$ cat config.mk
export PLATFORM = sky130hd
export DESIGN_NAME = char_lcd_4bit_write_sequencer
export DESIGN_NICKNAME = d
export VERILOG_FILES = /design/src/design/clcd_pkg.sv /design/src/design/clcd_front.sv /design/src/design/clcd_back.sv /design/src/design/char_lcd_4bit_write_sequencer.sv
export SDC_FILE = /design/constraint.sdc
export NUM_CORES = 1
export LEC_CHECK = 0
export BUFFER_PORTS_ARGS = -buffer_cell sky130_fd_sc_hd__buf_2
export CORE_MARGIN = 5
export CORE_UTILIZATION = 44
export CTS_CLUSTER_SIZE = 25
export DETAILED_ROUTE_END_ITERATION = 12
export PLACE_DENSITY = 0.61
export SETUP_SLACK_MARGIN = 0.1
export SLEW_MARGIN = 20
export SYNTH_ARGS = -nofsm -noshare
export SYNTH_HDL_FRONTEND = slang
export SYNTH_HIERARCHICAL = 1
export SYNTH_SLANG_ARGS = --single-unit
export TNS_END_PERCENT = 20
$ cat constraint.sdc
create_clock -name clk -period 11.2 [get_ports clk]
set_input_delay 0.56 -clock clk [delete_from_list [all_inputs] [get_ports clk]]
set_output_delay 0.56 -clock clk [all_outputs]
set_load 0.03 [all_outputs]
$ cat src/design/clcd_pkg.sv
`default_nettype none
// ----------------------------------------------------------------------------
// Character LCD write sequencer package
// Shared types, constants and the init ROM of the 4-bit LCD sequencer.
// ----------------------------------------------------------------------------
package clcd_pkg;

	localparam int DELAY_BITS   = 16;
	localparam int INIT_ENTRIES = 8;
	localparam int STEP_BITS    = $clog2(INIT_ENTRIES + 1);
	localparam int QDEPTH       = 2;
	localparam int QPTR_BITS    = $clog2(QDEPTH);
	localparam int QCNT_BITS    = $clog2(QDEPTH + 1);

	localparam logic [15:0] POWER_ON_WAIT_RESET = 16'd1500;

	// Request selector codes on the func port.
	localparam logic [1:0] FUNC_TICK  = 2'd0;
	localparam logic [1:0] FUNC_WRITE = 2'd1;
	localparam logic [1:0] FUNC_INIT  = 2'd2;

	typedef enum logic [1:0] {
		CMD_TICK,
		CMD_WRITE,
		CMD_INIT,
		CMD_NOP
	} cmd_kind_t;

	typedef struct packed {
		cmd_kind_t   kind;
		logic [7:0]  data_byte;
		logic        reg_select;
		logic [15:0] delay_after_us;
	} cmd_t;

	typedef struct packed {
		logic [3:0] lcd_nibble;
		logic       lcd_rs;
		logic       lcd_enable;
		logic       busy_res;
		logic       rejected;
	} result_t;

	typedef struct packed {
		logic [7:0]  rom_byte;
		logic        lone;
		logic [15:0] delay;
	} rom_entry_t;

	// Clamp a 16-bit microsecond count to the delay counter range.
	function automatic logic [DELAY_BITS-1:0] sat_delay(input logic [15:0] v);
		logic [32:0] lim;
		logic [32:0] wide;
		begin
			lim  = (33'd1 << DELAY_BITS) - 33'd1;
			wide = {17'd0, v};
			if (wide > lim) begin
				sat_delay = lim[DELAY_BITS-1:0];
			end else begin
				sat_delay = wide[DELAY_BITS-1:0];
			end
		end
	endfunction

	// Init ROM: two lone 0x3 nibbles, then the configuration bytes.
	function automatic rom_entry_t init_rom(input logic [3:0] idx);
		rom_entry_t e;
		begin
			case (idx)
				4'd0:    e = '{rom_byte: 8'h03, lone: 1'b1, delay: 16'd4100};
				4'd1:    e = '{rom_byte: 8'h03, lone: 1'b1, delay: 16'd100};
				4'd2:    e = '{rom_byte: 8'h32, lone: 1'b0, delay: 16'd40};
				4'd3:    e = '{rom_byte: 8'h28, lone: 1'b0, delay: 16'd40};
				4'd4:    e = '{rom_byte: 8'h08, lone: 1'b0, delay: 16'd40};
				4'd5:    e = '{rom_byte: 8'h01, lone: 1'b0, delay: 16'd1640};
				4'd6:    e = '{rom_byte: 8'h06, lone: 1'b0, delay: 16'd40};
				default: e = '{rom_byte: 8'h0C, lone: 1'b0, delay: 16'd40};
			endcase
			init_rom = e;
		end
	endfunction

endpackage
`default_nettype wire

$ cat src/design/clcd_front.sv
`default_nettype none
// ----------------------------------------------------------------------------
// LCD sequencer front end
// Accepts requests, classifies them and queues them for the sequencer.
// ----------------------------------------------------------------------------
module clcd_front (
	input  wire logic          clk,
	input  wire logic          arst_n,
	input  wire logic          push,
	output logic               full,
	input  wire logic [1:0]    func,
	input  wire logic [7:0]    data_byte,
	input  wire logic          reg_select,
	input  wire logic [15:0]   delay_after_us,
	output logic               cmd_valid,
	output clcd_pkg::cmd_t     cmd,
	input  wire logic          cmd_take
);
	import clcd_pkg::*;

	cmd_t                 mem_q [QDEPTH];
	logic [QPTR_BITS-1:0] wr_ptr_q;
	logic [QPTR_BITS-1:0] rd_ptr_q;
	logic [QCNT_BITS-1:0] cnt_q;
	cmd_t                 new_cmd;
	logic                 do_push;
	logic                 do_pop;

	always_comb begin
		new_cmd.data_byte      = data_byte;
		new_cmd.reg_select     = reg_select;
		new_cmd.delay_after_us = delay_after_us;
		case (func)
			FUNC_TICK:  new_cmd.kind = CMD_TICK;
			FUNC_WRITE: new_cmd.kind = CMD_WRITE;
			FUNC_INIT:  new_cmd.kind = CMD_INIT;
			default:    new_cmd.kind = CMD_NOP;
		endcase
	end

	assign full      = (cnt_q == QCNT_BITS'(QDEPTH));
	assign cmd_valid = (cnt_q != '0);
	assign cmd       = mem_q[rd_ptr_q];
	assign do_push   = push && !full;
	assign do_pop    = cmd_take && cmd_valid;

	always_ff @(posedge clk) begin
		if (do_push) begin
			mem_q[wr_ptr_q] <= new_cmd;
		end
	end

	always_ff @(posedge clk or negedge arst_n) begin
		if (!arst_n) begin
			wr_ptr_q <= '0;
			rd_ptr_q <= '0;
			cnt_q    <= '0;
		end else begin
			if (do_push) begin
				wr_ptr_q <= wr_ptr_q + 1'b1;
			end
			if (do_pop) begin
				rd_ptr_q <= rd_ptr_q + 1'b1;
			end
			if (do_push && !do_pop) begin
				cnt_q <= cnt_q + 1'b1;
			end else if (do_pop && !do_push) begin
				cnt_q <= cnt_q - 1'b1;
			end
		end
	end

endmodule
`default_nettype wire

$ cat src/design/clcd_back.sv
`default_nettype none
// ----------------------------------------------------------------------------
// LCD sequencer back end
// Runs the nibble timing and init sequence and queues one result per request.
// ----------------------------------------------------------------------------
module clcd_back (
	input  wire logic          clk,
	input  wire logic          arst_n,
	input  wire logic          cfg_we,
	input  wire logic [15:0]   cfg_wdata,
	input  wire logic          cmd_valid,
	input  wire clcd_pkg::cmd_t cmd,
	output logic               cmd_take,
	output logic               empty,
	input  wire logic          pop,
	output clcd_pkg::result_t  res
);
	import clcd_pkg::*;

	typedef enum logic [2:0] {
		PH_IDLE,
		PH_POWER,
		PH_SETUP,
		PH_EHIGH,
		PH_ELOW,
		PH_DELAY
	} phase_t;

	phase_t                phase_q, n_phase;
	logic [15:0]           power_wait_q;
	logic [7:0]            byte_q, n_byte;
	logic                  rs_q, n_rs;
	logic [DELAY_BITS-1:0] delay_q, n_delay;
	logic                  low_q, n_low;
	logic [DELAY_BITS-1:0] wait_q, n_wait;
	logic [STEP_BITS-1:0]  step_q, n_step;
	logic [5:0]            pin_q, n_pin;
	logic                  n_rej;
	logic                  busy;
	logic                  done;
	logic                  load;
	logic                  drive;
	rom_entry_t            rom_e;
	logic [7:0]            ld_byte;
	logic                  ld_rs;
	logic [DELAY_BITS-1:0] ld_delay;
	logic                  ld_lone;
	logic [3:0]            rom_idx;
	result_t               new_res;

	result_t               omem_q [QDEPTH];
	logic [QPTR_BITS-1:0]  owr_q;
	logic [QPTR_BITS-1:0]  ord_q;
	logic [QCNT_BITS-1:0]  ocnt_q;
	logic                  opop;

	assign busy     = (phase_q != PH_IDLE);
	assign cmd_take = cmd_valid && (ocnt_q != QCNT_BITS'(QDEPTH));

	// The ROM index is zero when init starts and the current step otherwise.
	assign rom_idx = (cmd.kind == CMD_TICK && phase_q != PH_POWER) ? step_q[3:0] : 4'd0;
	assign rom_e   = init_rom(rom_idx);

	always_comb begin
		n_phase  = phase_q;
		n_byte   = byte_q;
		n_rs     = rs_q;
		n_delay  = delay_q;
		n_low    = low_q;
		n_wait   = wait_q;
		n_step   = step_q;
		n_pin    = pin_q;
		n_rej    = 1'b0;
		done     = 1'b0;
		load     = 1'b0;
		drive    = 1'b0;
		ld_byte  = rom_e.rom_byte;
		ld_rs    = 1'b0;
		ld_delay = sat_delay(rom_e.delay);
		ld_lone  = rom_e.lone;
		case (cmd.kind)
			CMD_TICK: begin
				case (phase_q)
					PH_POWER: begin
						if (wait_q != '0) begin
							n_wait = wait_q - 1'b1;
						end
						if (n_wait == '0) begin
							n_step = STEP_BITS'(1);
							load   = 1'b1;
						end
					end
					PH_SETUP: begin
						n_pin[5] = 1'b1;
						n_phase  = PH_EHIGH;
					end
					PH_EHIGH: begin
						n_pin[5] = 1'b0;
						n_phase  = PH_ELOW;
					end
					PH_ELOW: begin
						if (delay_q == '0) begin
							done = 1'b1;
						end else begin
							n_wait  = delay_q;
							n_phase = PH_DELAY;
						end
					end
					PH_DELAY: begin
						if (wait_q != '0) begin
							n_wait = wait_q - 1'b1;
						end
						if (n_wait == '0) begin
							done = 1'b1;
						end
					end
					default: begin
					end
				endcase
			end
			CMD_WRITE: begin
				if (busy) begin
					n_rej = 1'b1;
				end else begin
					load     = 1'b1;
					ld_byte  = cmd.data_byte;
					ld_rs    = cmd.reg_select;
					ld_delay = sat_delay(cmd.delay_after_us);
					ld_lone  = 1'b0;
				end
			end
			CMD_INIT: begin
				if (busy) begin
					n_rej = 1'b1;
				end else begin
					n_wait = sat_delay(power_wait_q);
					n_step = STEP_BITS'(1);
					if (n_wait == '0) begin
						load = 1'b1;
					end else begin
						n_phase = PH_POWER;
					end
				end
			end
			default: begin
			end
		endcase

		// End of one nibble: low nibble next, next ROM entry, or finished.
		if (done) begin
			if (!low_q) begin
				n_low = 1'b1;
				drive = 1'b1;
			end else if (step_q != '0 && step_q < STEP_BITS'(INIT_ENTRIES)) begin
				load   = 1'b1;
				n_step = step_q + 1'b1;
			end else begin
				n_step  = '0;
				n_phase = PH_IDLE;
			end
		end

		if (load) begin
			n_byte  = ld_byte;
			n_rs    = ld_rs;
			n_delay = ld_delay;
			n_low   = ld_lone;
			drive   = 1'b1;
		end

		if (drive) begin
			n_pin   = {1'b0, n_rs, (n_low ? n_byte[3:0] : n_byte[7:4])};
			n_phase = PH_SETUP;
		end

		new_res.lcd_nibble = n_pin[3:0];
		new_res.lcd_rs     = n_pin[4];
		new_res.lcd_enable = n_pin[5];
		new_res.busy_res   = (n_phase != PH_IDLE);
		new_res.rejected   = n_rej;
	end

	always_ff @(posedge clk or negedge arst_n) begin
		if (!arst_n) begin
			phase_q      <= PH_IDLE;
			power_wait_q <= POWER_ON_WAIT_RESET;
			byte_q       <= '0;
			rs_q         <= 1'b0;
			delay_q      <= '0;
			low_q        <= 1'b0;
			wait_q       <= '0;
			step_q       <= '0;
			pin_q        <= '0;
		end else begin
			if (cfg_we) begin
				power_wait_q <= cfg_wdata;
			end
			if (cmd_take) begin
				phase_q <= n_phase;
				byte_q  <= n_byte;
				rs_q    <= n_rs;
				delay_q <= n_delay;
				low_q   <= n_low;
				wait_q  <= n_wait;
				step_q  <= n_step;
				pin_q   <= n_pin;
			end
		end
	end

	// Result queue toward the receiver.
	assign empty = (ocnt_q == '0);
	assign res   = omem_q[ord_q];
	assign opop  = pop && !empty;

	always_ff @(posedge clk) begin
		if (cmd_take) begin
			omem_q[owr_q] <= new_res;
		end
	end

	always_ff @(posedge clk or negedge arst_n) begin
		if (!arst_n) begin
			owr_q  <= '0;
			ord_q  <= '0;
			ocnt_q <= '0;
		end else begin
			if (cmd_take) begin
				owr_q <= owr_q + 1'b1;
			end
			if (opop) begin
				ord_q <= ord_q + 1'b1;
			end
			if (cmd_take && !opop) begin
				ocnt_q <= ocnt_q + 1'b1;
			end else if (opop && !cmd_take) begin
				ocnt_q <= ocnt_q - 1'b1;
			end
		end
	end

endmodule
`default_nettype wire

$ cat src/design/char_lcd_4bit_write_sequencer.sv
`default_nettype none
// ----------------------------------------------------------------------------
// Character LCD 4-bit write sequencer
// Drives a character LCD bus from a stream of tick, write and init requests.
// ----------------------------------------------------------------------------
// Usage: requests enter through push/full and carry func, data_byte,
// reg_select and delay_after_us. A tick request advances time by one
// microsecond; write and init requests start a byte write or the init
// sequence, and are rejected while the sequencer is busy. Every request
// yields exactly one result, read through empty/pop, that shows the LCD
// lines, the busy flag and the reject flag after that request.
// A request passes the request queue and its result the result queue before the
// result is on the output ports. One request per clock is sustained while the
// receiver pops; two-entry queues sit before and after the sequencer.
// When the receiver stops popping, the result queue fills, the sequencer
// holds, the request queue fills and full rises; nothing is lost.
// Reset empties both queues, clears the pin state, leaves the sequencer idle
// and sets the power-on wait to 1500 us. cfg_we/cfg_wdata writes the power-on
// wait; the user must use it only while the block is idle (the block does not enforce this).
// ----------------------------------------------------------------------------
module char_lcd_4bit_write_sequencer (
	input  wire logic        clk,
	input  wire logic        arst_n,
	input  wire logic        cfg_we,
	input  wire logic [15:0] cfg_wdata,
	input  wire logic        push,
	output logic             full,
	input  wire logic [1:0]  func,
	input  wire logic [7:0]  data_byte,
	input  wire logic        reg_select,
	input  wire logic [15:0] delay_after_us,
	output logic             empty,
	input  wire logic        pop,
	output logic [3:0]       lcd_nibble,
	output logic             lcd_rs,
	output logic             lcd_enable,
	output logic             busy_res,
	output logic             rejected
);
	import clcd_pkg::*;

	logic    cmd_valid;
	logic    cmd_take;
	cmd_t    cmd;
	result_t res;

	clcd_front u_front (
		.clk            (clk),
		.arst_n         (arst_n),
		.push           (push),
		.full           (full),
		.func           (func),
		.data_byte      (data_byte),
		.reg_select     (reg_select),
		.delay_after_us (delay_after_us),
		.cmd_valid      (cmd_valid),
		.cmd            (cmd),
		.cmd_take       (cmd_take)
	);

	clcd_back u_back (
		.clk       (clk),
		.arst_n    (arst_n),
		.cfg_we    (cfg_we),
		.cfg_wdata (cfg_wdata),
		.cmd_valid (cmd_valid),
		.cmd       (cmd),
		.cmd_take  (cmd_take),
		.empty     (empty),
		.pop       (pop),
		.res       (res)
	);

	assign lcd_nibble = res.lcd_nibble;
	assign lcd_rs     = res.lcd_rs;
	assign lcd_enable = res.lcd_enable;
	assign busy_res   = res.busy_res;
	assign rejected   = res.rejected;

	// A rejected request leaves the sequencer busy.
	a_reject_busy: assert property (@(posedge clk) disable iff (!arst_n)
		(!empty && rejected) |-> busy_res)
		else $error("rejected request reported while not busy");

	// The enable strobe only rises inside a nibble transfer.
	a_enable_busy: assert property (@(posedge clk) disable iff (!arst_n)
		(!empty && lcd_enable) |-> busy_res)
		else $error("enable high while sequencer idle");

	// A queued request that the sequencer did not take is still queued.
	a_cmd_kept: assert property (@(posedge clk) disable iff (!arst_n)
		(cmd_valid && !cmd_take) |=> cmd_valid)
		else $error("queued request lost between front and back");

endmodule
`default_nettype wire
Word-level counts from Yosys, hierarchy flattened
Memories as Yosys holds them, arrays and structs flattened.
Index checks and enable logic that the tools add are counted.
{ "totals": {"reg_bits": 79, "ramBits": 70, "word_cells": 156, "n_memories": 2} }
{ "memory_table": {"columns": ["memory", "words", "word_bits", "rd", "rd_clocked_by_memory_dff", "write_ports", "line_no", "source"], "rows": [
  ["u_front.mem_q", 2, 27, 1, 0, 1, "clcd_front.sv:21", "cmd_t mem_q [QDEPTH];"],
  ["u_back.omem_q", 2, 8, 1, 0, 1, "clcd_back.sv:51", "result_t omem_q [QDEPTH];"]
]} }
{ "classes": {"addsub": 10, "order_cmp": 1, "eq_ne": 21, "n_mux": 72, "reduce_logical": 35} }
{ "op_table": {"columns": ["operator", "count"], "rows": [
  ["2-to-1 mux 16 bit", 11],
  ["case mux 23 bit (7 select lines)", 1],
  ["zero test 16 bit", 4],
  ["case mux 16 bit (3 select lines)", 1],
  ["2-to-1 mux 4 bit", 8],
  ["case mux 16 bit (2 select lines)", 1],
  ["2-to-1 mux 1 bit", 28],
  ["2-to-1 mux 8 bit", 3],
  ["2-to-1 mux 3 bit", 7],
  ["nonzero test 16 bit", 1],
  ["subtractor 16 x 1 -> 16 bit, second input constant", 1],
  ["== test 4 x 3 -> 1 bit, second input constant", 3],
  ["logical AND 1 bit", 10],
  ["case mux 3 bit (3 select lines)", 1],
  ["== test 4 x 2 -> 1 bit, second input constant", 2],
  ["2-to-1 mux 2 bit", 4],
  ["case mux 4 bit (2 select lines)", 1],
  ["nonzero test 2 bit", 4],
  ["== test 2 bit, second input constant", 3],
  ["== test 3 x 2 -> 1 bit, second input constant", 2],
  ["== test 3 bit, second input constant", 2],
  ["zero test 1 bit", 6],
  ["zero test 2 bit", 3],
  ["2-to-1 mux 6 bit", 1],
  ["22 further kinds", 31]
]} }

Depth between registers and ports, before layout
Gate-level depths: netlist of the first run.
{ "depth": {"depth_word": 14, "ltp_mapped": 14, "mapped_depth_nobuf": 10} }

Modules after synthesis
The synthesis of the first run kept the hierarchy.
{ "by_module_without_submodules": {"columns": ["mod", "n_inst", "cells_each", "area_per_inst_um2", "seq_area_each_um2"], "rows": [
  ["clcd_back", 1, 562, 5243.8, 2366.0],
  ["clcd_front", 1, 105, 2255.9, 1721.7]
]} }

Worst setup path after synthesis of the first run
No wires, ideal clock.
{ "synth_timing": {"path_type": "register to register", "from": "register u_back.wait_q[0]", "to": "memory u_back/omem_q[0][3] (netlist name), data pin", "setup_time_ns": 0.262, "arrival_time_ns": 3.490, "setup_slack_ns": 7.447, "stages_incl_launch_ff": 12, "path_cell_list": "dfrtp_1 -> inv_1 -> ha_1 -> or3b_2 -> clkbuf_1 -> nor4_1 -> mux2_2 -> nor4_2 -> nand4_1 -> nand2_1 -> mux2_2 -> mux2_2"} }
{ "synth_between": {"elab_chain_cells": 13, "word_cells_on_any_way": 22, "cone_classes": "1 x add/sub; 18 x mux; 3 x reduce/logical"} }
{ "synth_lines": {"columns": ["item", "line_no", "source"], "rows": [
  ["from (decl)", "clcd_back.sv:35", "logic [DELAY_BITS-1:0] wait_q, n_wait;"],
  ["from (signal assigned)", "clcd_back.sv:204", "wait_q <= n_wait;"],
  ["subtractor 16 x 1 -> 16 bit or nonzero test 16 bit (tied branches)", null, null],
  ["2-to-1 mux 16 bit *", "clcd_back.sv:85, clcd_back.sv:110", null],
  ["2-to-1 mux 16 bit", "clcd_back.sv:83", "case (phase_q)"],
  ["2-to-1 mux 16 bit", "clcd_back.sv:81", "case (cmd.kind)"],
  ["zero test 16 bit", "clcd_back.sv:88", "if (n_wait == '0) begin"],
  ["2-to-1 mux 1 bit", "clcd_back.sv:88", null],
  ["2-to-1 mux 1 bit", "clcd_back.sv:83", null],
  ["case mux 1 bit (3 select lines)", "clcd_back.sv:81", null],
  ["2-to-1 mux 1 bit", "clcd_back.sv:154", "end else if (step_q != '0 && step_q < STEP_BITS'(INIT_ENTRIES)) begin"],
  ["2-to-1 mux 1 bit", "clcd_back.sv:151", "if (!low_q) begin"],
  ["2-to-1 mux 1 bit", "clcd_back.sv:150", "if (done) begin"],
  ["2-to-1 mux 1 bit", "clcd_back.sv:163", "if (load) begin"],
  ["2-to-1 mux 6 bit *", "clcd_back.sv:171", "if (drive) begin"],
  ["net u_back.n_pin[4]", "clcd_back.sv:37", "logic [5:0] pin_q, n_pin;"],
  ["to (decl)", "clcd_back.sv:51", null]
]} }
The timed path passes the listed nets; every way through them passes the cells marked *. The select of a mux whose other input is x is not followed.

Final worst setup path of the first run
{ "layout_timing": {"from": "register u_back.wait_q[0]", "to": "register u_back.pin_q[4]"} }
{ "layout_between": {"elab_chain_cells": 13, "word_cells_on_any_way": 22, "cone_classes": "1 x add/sub; 18 x mux; 3 x reduce/logical"} }
{ "layout_lines": {"columns": ["item", "line_no", "source"], "rows": [
  ["subtractor 16 x 1 -> 16 bit or nonzero test 16 bit (tied branches)", null, null],
  ["2-to-1 mux 16 bit *", "clcd_back.sv:85, clcd_back.sv:110", null],
  ["2-to-1 mux 16 bit", "clcd_back.sv:83", null],
  ["2-to-1 mux 16 bit", "clcd_back.sv:81", null],
  ["zero test 16 bit", "clcd_back.sv:88", null],
  ["2-to-1 mux 1 bit", "clcd_back.sv:88", null],
  ["2-to-1 mux 1 bit", "clcd_back.sv:83", null],
  ["case mux 1 bit (3 select lines)", "clcd_back.sv:81", null],
  ["2-to-1 mux 1 bit", "clcd_back.sv:154", null],
  ["2-to-1 mux 1 bit", "clcd_back.sv:151", null],
  ["2-to-1 mux 1 bit", "clcd_back.sv:150", null],
  ["2-to-1 mux 1 bit", "clcd_back.sv:163", null],
  ["2-to-1 mux 6 bit *", "clcd_back.sv:171", null],
  ["to (signal assigned)", "clcd_back.sv:206", "pin_q <= n_pin;"],
  ["to (decl)", "clcd_back.sv:37", null]
]} }
Every way passes the cells marked *; elsewhere a longest branch is shown, timed or not. The select of a mux whose other input is x is not followed.
A chain may end at the register's enable or synchronous reset.

==> summary.txt, run 1 <==
Top delay family on crit path -> simple AND/OR/NAND/NOR gates
overall routing resource usage -> 17.1%
Worst Reg-to-Reg Cells -> 10
Post-synth top flop -> dfrtp_1
ANT nets after route -> 0
Worst Path Required -> 11.50 ns
DR WL/cell -> 17.3 um
VDD IR max -> 121 uV
Worst R2R Setup Slack -> 6.85 ns
delay of the slowest critical-path stage -> 0.70 ns
Fin Setup TNS -> 0 ns
Crit Path Max Fanout -> 13
area of the multi-input gates -> 3130 um^2
Worst R2R End -> u_back/pin_q[4]$_DFFE_PN0P_
Critical Path AT -> 4.65 ns
Worst Clk Skew -> 0.0127 ns
CTS Buf Count -> 17
final setup violation count -> 0
GPL Wtd Cong -> 0.971
Fin. Hold Viols -> 0
ANT cells -> 0
die width -> 141 um
CP startpoint kind -> register
end point of the critical path -> u_back/pin_q[4]$_DFFE_PN0P_
path type of the worst min-delay path -> in -> async
total grt overflow -> 0
Placed Area -> 7900 um^2
internal power -> 1.49 mW
Critical Path Stages -> 10
Syn Nets -> 725
yosys warns -> 6
largest net degree at the start of global routing -> 80
Clock transition at path regs -> 0.06 ns
Chip Height -> 141 um
# nets final -> 766
# hold bufs at CTS -> 0
number of max-cap violations -> 0
# IOs -> 58
CTS root buf -> clkbuf_16
number of global-route vias before repair -> 5235
share of power burned in the clock network -> 22.8%
Relative slew margins -> 33.6%
leakage -> 3.36 nW
CTS resizes -> 0
R2R Path Start -> u_back/wait_q[0]$_DFFE_PN0P_
Switching Power -> 914 uW
# fillers -> 1481
register bit count reported by yosys -> 149
CP max stage cell -> nor4_1
Seq/Total Area, Yosys -> 54.5%
CP Capture Type -> register
critical path, cell by cell -> inv_1 > ha_1 > or3b_2 > nor4_1 > mux2_2 > nor4_2 > a32oi_1 > o21ai_2 > and2_1 > mux2_4
Pwr Density -> 284 nW/um^2
final WL -> 16.3 mm
Clock Path Buffers -> 2
Switching Share -> 38.0%
global-route wire length before repair -> 27.0 mm
Initial Util -> 45.1%
fraction of layout cells with a size suffix above 1 -> 24.7%
initial antenna violation count -> 0
Via density -> 5.56
drt initial violations -> 552
CTS tree -> built
FP Rows -> 47
Reg power frac -> 39.0%
Final Max Slew Viols -> 0
Core Box Area -> 16600 um^2
crit path launch -> u_back/wait_q[0]$_DFFE_PN0P_
cell area after technology mapping -> 7500 um^2
clk sinks -> 149
Clock H-tree levels -> 4
crit path time final -> 4.35 ns
synth unique cells -> 63
Post-Synthesis Cells -> 667
placed wire-length estimate -> 11.3 mm
status -> finished, final reports clean
EDFF count, synth -> 70
Area Growth Syn to Fin -> 13.0%
Logic pwr share -> 38.3%
vias -> 5229
fin crit share -> 38.8%
RSZ-0062 raised after global routing -> no
die area -> 19800 um^2
buffer and inverter count on the worst path -> 1
CP Class -> reg -> reg
fmax -> 0.230 GHz
Tot Pwr -> 2.41 mW
synthesized area per cell -> 11.2 um^2
Synth async-reset ratio -> 53.0%
worst-margin pin slew -> 0.996 ns
clk_lat worst skew -> 0.42 ns
Post-CTS Setup Bufs -> 0
router iterations before antenna repair -> 7
register area -> 4090 um^2
Residual DRC -> 0
fin area -> 8470 um^2
I/O Buffers -> 57
[metal layers]
metal | up-vias | track usage (%) | routed length, um
li1 | 2533 | - | -
met1 | 2502 | 24.4 | 7620
met2 | 172 | 25.8 | 7430
met3 | 22 | 3.34 | 947
met4 | 0 | 6.73 | 259
met5 | - | 0 | 0
[cell families (layout without fill, tap and decap cells)]
kind of cell             count (synthesis)  in the layout  share of synthesized area [%]
adder cells (fa/ha/maj)                 10             10                           1.67
XOR/XNOR                                19             19                           2.22
buffers and inverters                   60            114                           3.87
AND/OR/NAND/NOR                        218            218                           14.6
AO/OA/AOI/OAI                          144            144                           12.0
multiplexers                            67             67                           11.1
flip-flops                             149            149                           54.5
[synth_stat cells (3+ instances only)]
| library cell | n | share of area, % |
|---|---|---|
| dfstp_2 | 7 | 2.5 |
| a211oi_1 | 9 | 0.90 |
| o31ai_1 | 4 | 0.40 |
| mux2_2 | 39 | 5.9 |
| nand3_1 | 18 | 1.2 |
| nor3_1 | 15 | 1.0 |
| ha_1 | 10 | 1.7 |
| nand2_1 | 61 | 3.1 |
| nor2b_1 | 5 | 0.42 |
| nor2_1 | 49 | 2.5 |
| mux2_1 | 3 | 0.45 |
| mux2i_1 | 3 | 0.40 |
| o2bb2ai_1 | 3 | 0.35 |
| clkbuf_1 | 32 | 1.6 |
| xor2_1 | 6 | 0.70 |
| edfxtp_1 | 70 | 28 |
| or3_1 | 7 | 0.58 |
| nor3b_1 | 3 | 0.30 |
| dfrtp_1 | 72 | 24 |
| xnor2_1 | 13 | 1.5 |
| mux2_4 | 22 | 4.4 |
| o21ai_1 | 21 | 1.4 |
| o22ai_1 | 3 | 0.25 |
| a21oi_1 | 44 | 2.9 |
| nand2b_1 | 4 | 0.33 |
| or2_2 | 5 | 0.42 |
| and3_1 | 7 | 0.58 |
| and2_1 | 5 | 0.42 |
| a31oi_1 | 8 | 0.67 |
| o21ai_0 | 21 | 1.4 |
| a21o_1 | 6 | 0.60 |
| nor4_1 | 18 | 1.5 |
| a32oi_1 | 4 | 0.47 |
| inv_1 | 17 | 0.85 |
| o211ai_1 | 7 | 0.70 |
| or4_1 | 7 | 0.70 |
| buf_6 | 3 | 0.45 |
[layout make-up]
type                       count  area share [%]
clock buffer                  19            5.11
timing repair buffer          65            4.15
multi-input combinational    458            36.9
clock inverter                13            1.55
inverter                      17           0.753
tap                          220            3.25
sequential                   149            48.2
[cells in the final DEF (no fill, tap or decap), types with 21 or more instances in the layout]
master,count
edfxtp_1,70
dfrtp_1,72
mux2_4,22
o21ai_1,21
mux2_2,39
o21ai_0,21
nand2_1,61
nor2_1,48
buf_2,56
a21oi_1,44
[worst reg2reg max path: cells and delay by family, from the launching register on]
family,cells,cell delay [ns]
mux,2,0.76
fa+ha+maj,1,0.16
buf+inv,1,0.14
simple gates,4,2.04
compound gates,2,0.71
flops,1,0.41
[how the worst min path moves through the flow]
| stage | from | endpoint | slack [ns] | cells after the start |
|---|---|---|---|---|
| final | arst_n | u_back/delay_q[8]$_DFFE_PN0P_ | 0.17 | 1 |
| after floorplan | arst_n | u_back/byte_q[0]$_DFFE_PN0P_ | 0.26 | 0 |
| after global routing | arst_n | u_back/power_wait_q[5]$_DFFE_PN0P_ | 0.24 | 1 |
| after CTS | delay_after_us[2] | u_front/mem_q[0][2]$_DFFE_PP_ | 0.30 | 1 |
| after global placement | u_back/pin_q[5]$_DFFE_PN0P_ | u_back/pin_q[5]$_DFFE_PN0P_ | 0.46 | 2 |
| after detailed placement | u_back/byte_q[6]$_DFFE_PN0P_ | u_back/byte_q[6]$_DFFE_PN0P_ | 0.48 | 2 |
[sequential cells by signal, summed over array words and instances (netlist names)]
signal	flops
u_back/delay_q	16
u_back/wait_q	16
u_back/omem_q	16
u_back/rs_q	1
u_back/byte_q	8
u_back/step_q	4
u_back/power_wait_q	16
u_back/ord_q	1
u_back/low_q	1
u_front/rd_ptr_q	1
u_back/pin_q	6
u_back/ocnt_q	2
u_front/mem_q	54
u_front/cnt_q	2
u_back/owr_q	1
u_back/phase_q	3
u_front/wr_ptr_q	1
[metrics by stage]
| stage | hold slack, ns | setup WS (ns) | instances | util, % |
|---|---|---|---|---|
| after global routing | 0.244 | 6.64 | 941 | 50.9 |
| after floorplan | 0.264 | 7.45 | 667 | - |
| after global placement | 0.464 | 7.11 | 909 | 47.5 |
| after detailed placement | 0.476 | 6.96 | 909 | 47.5 |
| after CTS | 0.304 | 6.94 | 941 | 50.9 |
| final | 0.170 | 6.85 | 941 | 50.9 |
[power groups by stage]
stage               sequential, mW  clock (mW)  combinational [mW]
floorplan                    0.875           0               0.763
global placement             0.936           0               0.901
detailed placement           0.946           0               0.913
CTS                          0.937       0.560               0.920
global route                 0.963       0.583                1.02
finish                       0.938       0.548               0.921
No activity file was read; power rests on OpenSTA's default activity.
==> inputs of run 2 (changes only) <==
Clock period 11.2 ns to 4.1 ns, I/O delays scaled along.
==> run 2 against run 1 <==
  * Worst setup slack lost 6.6 ns
  * Wire length rose by 5.8%
  * Utilization rose by 2.7 points
  * Power increased to 2.8 times the previous value
  * Die area did not move
  * Sequential share of layout area down 2.4 points
  * Register-to-register slack worse by 6.6 ns
  * Worst hold slack worse by 0.15 ns
  * Clock skew down 0.0021 ns
  * Final cell count rose by 4.6%
  * Flip-flop and latch count unchanged
==> summary.txt, run 2 (synthesized netlist as in run 1, its figures left out) <==
placed wire-length estimate -> 11.9 mm (+4.9%)
area of the multi-input gates -> 3140 um^2 (+0.24%)
Post-CTS Setup Bufs -> 0 (unchanged)
max reg flops -> 54 (unchanged)
FP Rows -> 47 (unchanged)
crit path launch -> u_back/wait_q[0]$_DFFE_PN0P_
initial antenna violation count -> 0 (unchanged)
fraction of layout cells with a size suffix above 1 -> 25.4% (+0.70 points)
fin crit share -> 92.7% (+54 points)
# IOs -> 58 (unchanged)
Relative slew margins -> 33.6% (-0.081 points)
Worst Reg-to-Reg Cells -> 10 (unchanged)
Switching Share -> 38.3% (+0.34 points)
CTS tree -> built
drt initial violations -> 449 (-19%)
delay of the slowest critical-path stage -> 0.62 ns (-0.08 ns)
number of global-route vias before repair -> 5505 (+5.2%)
Final Max Slew Viols -> 0 (unchanged)
Critical Path AT -> 4.10 ns (-0.55 ns)
worst-margin pin slew -> 0.997 ns (+0.00121 ns)
RSZ-0062 raised after global routing -> no
router iterations before antenna repair -> 5 (-2)
I/O Buffers -> 57 (unchanged)
clk sinks -> 149 (unchanged)
Clock H-tree levels -> 4 (unchanged)
Residual DRC -> 0 (unchanged)
Fin. Hold Viols -> 0 (unchanged)
# nets final -> 809 (+5.6%)
overall routing resource usage -> 18.1% (+1.0 points)
largest net degree at the start of global routing -> 80 (unchanged)
Via density -> 5.43 (-2.3%)
Chip Height -> 141 um (unchanged)
CP Class -> reg -> reg
share of power burned in the clock network -> 23.4% (+0.6 points)
ANT cells -> 0 (unchanged)
Worst R2R Setup Slack -> 0.30 ns (-6.55 ns)
register area -> 4090 um^2 (unchanged)
number of max-cap violations -> 0 (unchanged)
Switching Power -> 2.58 mW (+180%)
GPL Wtd Cong -> 0.949 (-2.3%)
Worst R2R End -> u_back/pin_q[4]$_DFFE_PN0P_
global-route wire length before repair -> 28.7 mm (+6.2%)
end point of the critical path -> u_back/pin_q[4]$_DFFE_PN0P_
Initial Util -> 45.1% (unchanged)
DR WL/cell -> 17.5 um (+1.2%)
Crit Path Max Fanout -> 8 (-5)
most common cell after layout, fill and taps aside -> dfrtp_1
most flop-heavy register -> u_front/mem_q
total grt overflow -> 0 (unchanged)
fmax -> 0.263 GHz (+14%)
Clock transition at path regs -> 0.06 ns (about the same)
Area Growth Syn to Fin -> 18.9%
CP Capture Type -> register
internal power -> 4.15 mW (+180%)
vias -> 5343 (+2.2%)
most frequent cells in the layout -> 72 x dfrtp_1, 70 x edfxtp_1, 61 x nand2_1
path type of the worst min-delay path -> in -> reg
Core Box Area -> 16600 um^2 (unchanged)
Pwr Density -> 754 nW/um^2 (+170%)
clk_lat worst skew -> 0.42 ns (about the same)
Layout Utilization -> 53.6% (+2.7 points)
crit path time final -> 3.80 ns (-0.548 ns)
final WL -> 17.2 mm (+5.8%)
Tot Pwr -> 6.72 mW (+180%)
Reg power frac -> 38.3% (-0.7 points)
die area -> 19800 um^2 (unchanged)
CP max stage cell -> or4_4
Fin Setup TNS -> 0 ns (unchanged)
VDD IR max -> 353 uV (+190%)
die width -> 141 um (unchanged)
Worst Clk Skew -> 0.0105 ns (-0.00213 ns)
ANT nets after route -> 0 (unchanged)
Clock Path Buffers -> 2 (unchanged)
R2R Path Start -> u_back/wait_q[0]$_DFFE_PN0P_
CTS Buf Count -> 17 (unchanged)
status -> finished, final reports clean
CTS root buf -> clkbuf_16
# fillers -> 1417 (-4.3%)
CP startpoint kind -> register
critical path, cell by cell -> inv_1 > ha_1 > or3b_2 > or4_4 > a2111oi_4 > and4b_1 > a32oi_1 > o21ai_2 > and2_1 > mux2_4
final setup violation count -> 0 (unchanged)
Worst Path Required -> 4.40 ns (-7.10 ns)
leakage -> 3.57 nW (+6.2%)
Logic pwr share -> 38.3% (about the same)
run 2: area by class of cell:
cell class	count	area share, %
inverters	17	0.716
clock buffers	17	4.77
clock inverters	15	1.87
flip-flops and latches	149	45.9
well taps	220	3.09
multi-input cells	458	35.2
repair buffers	108	8.52
run 2: layer usage:
layer	wire length (um)	global-route usage [%]
met3	826	4.50
met5	0	0
met4	270	5.92
met2	7950	27.7
met1	8150	25.5
run 2: power groups by stage:
stage / combinational, mW / clock (mW) / sequential [mW]
5_1_grt: 2.86 / 1.68 / 2.65
3_3_place_gp: 2.50 / 0 / 2.57
2_1_floorplan: 2.08 / 0 / 2.39
3_5_place_dp: 2.54 / 0 / 2.59
6_report: 2.58 / 1.57 / 2.58
4_1_cts: 2.58 / 1.60 / 2.57
run 2: stage by stage:
stage | area (um^2) | setup WS [ns] | cells | hold WS (ns)
after floorplan | 7500 | 0.347 | 667 | -0.0906
after global placement | 7970 | 0.367 | 918 | 0.392
after detailed placement | 7970 | 0.266 | 918 | 0.396
after CTS | 8900 | 0.251 | 984 | 0.00150
after global routing | 8910 | 0.0997 | 984 | 0.0105
final | 8910 | 0.298 | 984 | 0.0193
run 2: worst min-delay path by stage:
stage                             from                            endpoint  slack [ns]  cells after the start
after floorplan                 arst_n        u_back/byte_q[0]$_DFFE_PN0P_       -0.09                      0
after CTS                 cfg_wdata[9]  u_back/power_wait_q[9]$_DFFE_PN0P_       0.001                      2
final                     cfg_wdata[9]  u_back/power_wait_q[9]$_DFFE_PN0P_        0.02                      2
after global placement    data_byte[1]      u_front/mem_q[0][18]$_DFFE_PP_        0.39                      1
after detailed placement  data_byte[1]      u_front/mem_q[0][18]$_DFFE_PP_        0.40                      1
after global routing      cfg_wdata[1]  u_back/power_wait_q[1]$_DFFE_PN0P_        0.01                      2
run 2: critical path: cells and delay by family (launching register included):
kind / cells / cell delay, ns
mux: 1 / 0.34
fa+ha+maj: 1 / 0.17
flops: 1 / 0.42
buf+inv: 1 / 0.15
compound gates: 3 / 0.79
simple gates: 4 / 1.80
run 2: timing repair:
| action | 4_1_cts | 5_1_grt |
|---|---|---|
| gates resized for setup | 0 | 1 |
| setup endpoints to repair | 0 | 6 |
| hold endpoints to repair | 79 | 0 |
| hold buffers | 34 | 0 |
